[src/rtl/assert_macros.svh]
// ----------------------------------------------------------------------------
// assert_macros.svh
// assertion helpers shared by the beam logger rtl, clocked on i_clk and
// disabled while i_rst_n is low
// ----------------------------------------------------------------------------
`ifndef ASSERT_MACROS_SVH
`define ASSERT_MACROS_SVH

// plain condition that holds every cycle out of reset
`define PBSSL_ASSERT(lbl, cond, msg) \
    lbl: assert property (@(posedge i_clk) disable iff (!i_rst_n) (cond)) else $error(msg);

// same-cycle implication
`define PBSSL_ASSERT_IMPL(lbl, ante, cons, msg) \
    lbl: assert property (@(posedge i_clk) disable iff (!i_rst_n) (ante) |-> (cons)) \
        else $error(msg);

`endif

[src/rtl/pbssl_ram.sv]
// ----------------------------------------------------------------------------
// pbssl_ram
// simple dual-port synchronous ram, one write and one registered read port
// ----------------------------------------------------------------------------
module pbssl_ram #(
    parameter int WIDTH = 32,
    parameter int DEPTH = 128
) (
    input  logic                     i_clk,
    input  logic                     i_we,
    input  logic [$clog2(DEPTH)-1:0] i_waddr,
    input  logic [WIDTH-1:0]         i_wdata,
    input  logic                     i_re,
    input  logic [$clog2(DEPTH)-1:0] i_raddr,
    output logic [WIDTH-1:0]         o_rdata
);

    logic [WIDTH-1:0] r_mem [DEPTH];
    logic [WIDTH-1:0] r_rdata;

    always_ff @(posedge i_clk) begin
        if (i_we) begin
            r_mem[i_waddr] <= i_wdata;
        end
    end

    always_ff @(posedge i_clk) begin
        if (i_re) begin
            r_rdata <= r_mem[i_raddr];
        end
    end

    assign o_rdata = r_rdata;

endmodule

[config.mk]
export PLATFORM = sky130hd
export DESIGN_NAME = pbssl_ram
export DESIGN_NICKNAME = d
export VERILOG_FILES = /design/src/rtl/assert_macros.svh /design/src/rtl/pbssl_ram.sv
export SDC_FILE = /design/constraint.sdc
export NUM_CORES = 2
export LEC_CHECK = 0
export BUFFER_PORTS_ARGS = -buffer_cell sky130_fd_sc_hd__buf_2
export CAP_MARGIN = 30
export CORE_MARGIN = 2
export CORE_UTILIZATION = 43
export DETAILED_ROUTE_END_ITERATION = 16
export GPL_TIMING_DRIVEN = 0
export SYNTH_ARGS = -nofsm -noshare
export SYNTH_HDL_FRONTEND = slang
export SYNTH_SLANG_ARGS = --single-unit
[constraint.sdc]
create_clock -name i_clk -period 4.2 [get_ports i_clk]
set_input_delay 0.42 -clock i_clk [delete_from_list [all_inputs] [get_ports i_clk]]
set_output_delay 0.42 -clock i_clk [all_outputs]
set_load 0.005 [all_outputs]
# Word level (Yosys, flattened, before mapping)

Memory sizes are Yosys's and may differ from the RTL's. A register that Yosys moved wholly into a read port is not among the register bits.
Index checks and enable logic that the tools add are counted.

Logic and storage cells: 3
Bits in registers: 0
Bits in writable memories: 4096
Bits of input ports: 49
Memories kept: 1

Muxes and demuxes: 2

Memory list:

| memory | depth | bits a word | rd ports | clocked after Yosys merged registers in | wr ports | line            | RTL |
|---|---|---|---|---|---|---|---|
| r_mem  | 128   | 32          | 1        | 1                                       | 1        | pbssl_ram.sv:18 | `logic [WIDTH-1:0] r_mem [DEPTH];` |

Operators by type and width:

| cell              | count |
|---|---|
| two-way mux 1 bit | 2 |

# Longest topological paths before layout

Depth after elaboration: 2
Mapped depth: 8
Depth with buffers taken out: 4

# Least setup slack after synthesis

OpenSTA, ideal clock, no wires.

Path kind: input to register
Start: input i_we
End: memory r_mem[98][0], enable pin
Path buffers: 1
Arrival time: 3.198 ns
Stages on the path: 3
Required time: 3.739 ns
Library setup time: 0.461 ns
Path slack: 0.541 ns
Path through: clkbuf_1 -> nand4_1 -> nor3_1

Cells in the longest elaborated chain, start to end: 2

RTL lines:

| item                                    | line            | RTL |
|---|---|---|
| start: declaration                      | pbssl_ram.sv:10 | `input logic i_we,` |
| two-way mux 1 bit                       | pbssl_ram.sv:22 | `if (i_we) begin` |
| two-way mux 1 bit (implied by the code) | pbssl_ram.sv:23 | `r_mem[i_waddr] <= i_wdata;` |
| end: declaration                        | pbssl_ram.sv:18 |  |

No other way between the ends.

==> reports/summary.txt <==
DIE
------------------------------------------------------------------------------
Count of boundary I/O pins                                                  81
Die Span Y                                                            607.5 um
Horizontal extent of the die                                          607.5 um
Core area                                                           0.3625 mm2
Number of rows in the core area                                            221
Die outline area                                                    0.3690 mm2
Initial core utilization                                                43.20%

GRT
------------------------------------------------------------------------------
Antenna violations before repair                                            81
Global routing usage summed across all routing layers                   22.02%
Global-route track usage on met3                                        4.697%
Number of global-route vias before repair                                71380
M2 GR Usage                                                             36.19%
Maximum number of pins on one net before global-route repair               107
Global-route wire length before repair                               567100 um
Met1 Resource Use GR                                                    29.62%
Total gr overflow                                                            0
GRT Max-Usage Layer                                                       met2

DETAILED ROUTING
------------------------------------------------------------------------------
DRC violations left                                                          0
1st-pass router iterations                                                   5
Routed via count divided by cell count                                   5.901
Initial DRC count                                                         9057
Total vias in the final route                                            70290
Post-DR wirelength/cell                                               34.39 um
Remaining antenna violation count                                            0
Total routed wirelength                                              409700 um

CRITICAL PATH
------------------------------------------------------------------------------
Cells along the critical path                                     clkbuf_1, buf_2, clkbuf_2, buf_12, clkbuf_1, mux4_2, mux4_2, mux4_2, mux2_2
Top cell family by delay on the critical path                     multiplexers
Critical path start-end classification                            input port to flop
Endpoint arrival time on the critical path                             4890 ps
Total buffers and inverters traversed by the critical path                   5
Worst Setup Start Kind                                              input port
Maximum net fanout on the critical path                                     12
Crit-path slowest cell                                                  mux4_2
Crit end category                                                         flop
Required time reported for the critical path endpoint                  4850 ps
Slowest stage delay, CP                                                 750 ps
Top cell by count, worst path                                           mux4_2

LAYOUT
------------------------------------------------------------------------------
Cell area after layout                                              0.1818 mm2
Flip-flop and latch area                                            0.1240 mm2
Total area of multi-input combinational cells                      0.03226 mm2
Area growth, synth to finish                                            16.10%
Layout cells sized above 1                                              35.43%
Final net count                                                           6754
Count of filler cells inserted in the layout                             27850

STA
------------------------------------------------------------------------------
Number of hold violations in the final report                                0
Crit path setup slack, layout                                        -43.12 ps
Number of endpoints failing setup at the final stage                         7
Slew at the pin with the worst max-slew slack                          1235 ps
Fin. max-slew vios                                                           0
Setup clock skew after layout                                         32.22 ps
Minimum period implied by the final worst setup slack                  4243 ps
Slew HR                                                                 17.37%
Post-route fraction of the period consumed by the critical path         101.0%
Final worst hold slack                                                42.93 ps
Highest Clock Rate                                                   235.7 MHz

POWER
------------------------------------------------------------------------------
PD cells                                                          470.7 mW/mm2
Static leakage                                                      0.05531 uW
IR Drop Worst-Case VDD                                                353.1 uV

CTS
------------------------------------------------------------------------------
Post-CTS setup repair buffer count                                           0
Clock root cell                                                      clkbuf_16
Total clock sinks                                                         4128
Maximum clock insertion buffer count                                         4
Cts bufs inserted                                                          397
Htree depth                                                                  5
Clock latency at the later pin of the worst-skew pair                   910 ps
Clk slew on worst S/H paths                                              60 ps
Clock tree from TritonCTS                                                  yes

PLACED DESIGN
------------------------------------------------------------------------------
Final weighted congestion in routability-driven placement               0.8937
Total placed instance area                                          0.1688 mm2
Number of input and output port buffers inserted                            69
Post-DP HPWL                                                         284100 um

WORST HOLD PATH
------------------------------------------------------------------------------
Class of the tightest hold or removal check                       input port to flop

SYNTHESIS
------------------------------------------------------------------------------
Summed instance area of the synthesized netlist                     0.1566 mm2
Synth top area share                                                    79.16%
Most instantiated flip-flop cell in the synthesis netlist             edfxtp_1
Count of yosys warnings during synthesis                                     0
EDFF count, synth                                                         4128
Unique cell type count in the Yosys netlist                                 16
Area leader, netlist                                                  edfxtp_1
Sequential share of the synthesized area                                79.16%
Cell count after synthesis                                                5990
Ranking of synthesized cells by instance count                    edfxtp_1 (4128), mux4_2 (1344), clkbuf_1 (182), nor2_1 (122), buf_2 (79)
Synthesized area per cell                                            26.14 um2
Largest cells by area after synthesis                             edfxtp_1 (79%), mux4_2 (19%), clkbuf_1 (0.44%)
Fraction of registers with async set or reset after synthesis               0%
Synthesized netlist net count                                             6039
Leading cell type by number of instances after synthesis              edfxtp_1
Number of storage elements in the synthesis netlist                       4128

RUN STATUS
------------------------------------------------------------------------------
Violations in the final reports                                   setup timing
Status                                                            complete, but fails checks

RUN
------------------------------------------------------------------------------
Count of maximum capacitance violations                                      0

[worst paths after layout]
kind | startpoint | endpoint | slack (ps) | cells after the start
max | i_raddr[2] | o_rdata[17] | -40 | 9
min | i_wdata[28] | r_mem[89][28] | 40 | 1
max reg2reg | r_mem[23][11] | o_rdata[11] | 1270 | 4
min reg2reg | r_mem[122][4] | o_rdata[4] | 1230 | 4
[registers in the layout, summed over array words and instances, names as in the netlist]
register	cells
o_rdata	32
r_mem	4096
[logic make-up after synthesis]
| family | share of synthesized area [%] |
|---|---|
| flip-flops | 79.16 |
| buffers and inverters | 0.8373 |
| AND/OR/NAND/NOR | 0.4450 |
| multiplexers | 19.56 |
[per-layer routing]
metal / share of wire (%) / up-vias
li1: - / 27990
met1: 39 / 38790
met2: 50 / 2984
met3: 8.6 / 508
met4: 2.8 / 18
met5: 0.058 / -
[layout make-up]
cell class                 count  area share, %
buffer                       316         0.7439
clock inverter               243          1.259
multi-input combinational   1546          17.75
clock buffer                 471          5.687
antenna                       98         0.1349
sequential                  4128          68.18
tap                         4794          3.299
timing repair buffer         316          2.949
[where the power goes]
group / internal, uW / switching, uW
registers: 45500 / 51.1
logic: 1800 / 2990
clock network: 20100 / 15100
total: 67400 / 18200
[repair_timing]
item                                    4_1_cts  5_1_grt
hold buffers                                  6        0
endpoints found under the hold margin       162        0
resized for setup                             3        0
endpoints found under the setup margin       25        0
[placed cells by master (no fill, tap or decap), types with 6 or more instances in the layout]
cell type      instances
diode_2               98
clkinvlp_4            21
inv_6                 11
dlygate4sd3_1          6
nand2_1               14
buf_8                 43
bufinv_16             41
buf_6                 35
nor2b_1                7
nand3_1               12
clkinv_1              88
buf_4                 35
clkinv_4               9
buf_2                120
mux2_2                32
mux4_2              1344
clkbuf_2              26
edfxtp_1            4128
buf_12                91
nor3_2                 9
buf_16                74
nor2_4               119
clkbuf_16            403
buf_1                 46
clkinv_2              71
clkbuf_1             223
[through the flow]
stage | instances | total power, uW | TNS (ps) | worst slack, ps | util, %
2_1_floorplan | 5990 | 48650 | 0 | 541.3 | -
3_3_place_gp | 10850 | 50940 | -5096640 | -3115 | 44.95
3_5_place_dp | 11090 | 51220 | -33220 | -1168 | 46.55
4_1_cts | 11810 | 86080 | 0 | 32.22 | 50.05
5_1_grt | 11900 | 87780 | -32.45 | -32.45 | 50.14
6_report | 11910 | 85580 | -123.1 | -43.12 | 50.15
No activity file was read; power rests on OpenSTA's default activity.
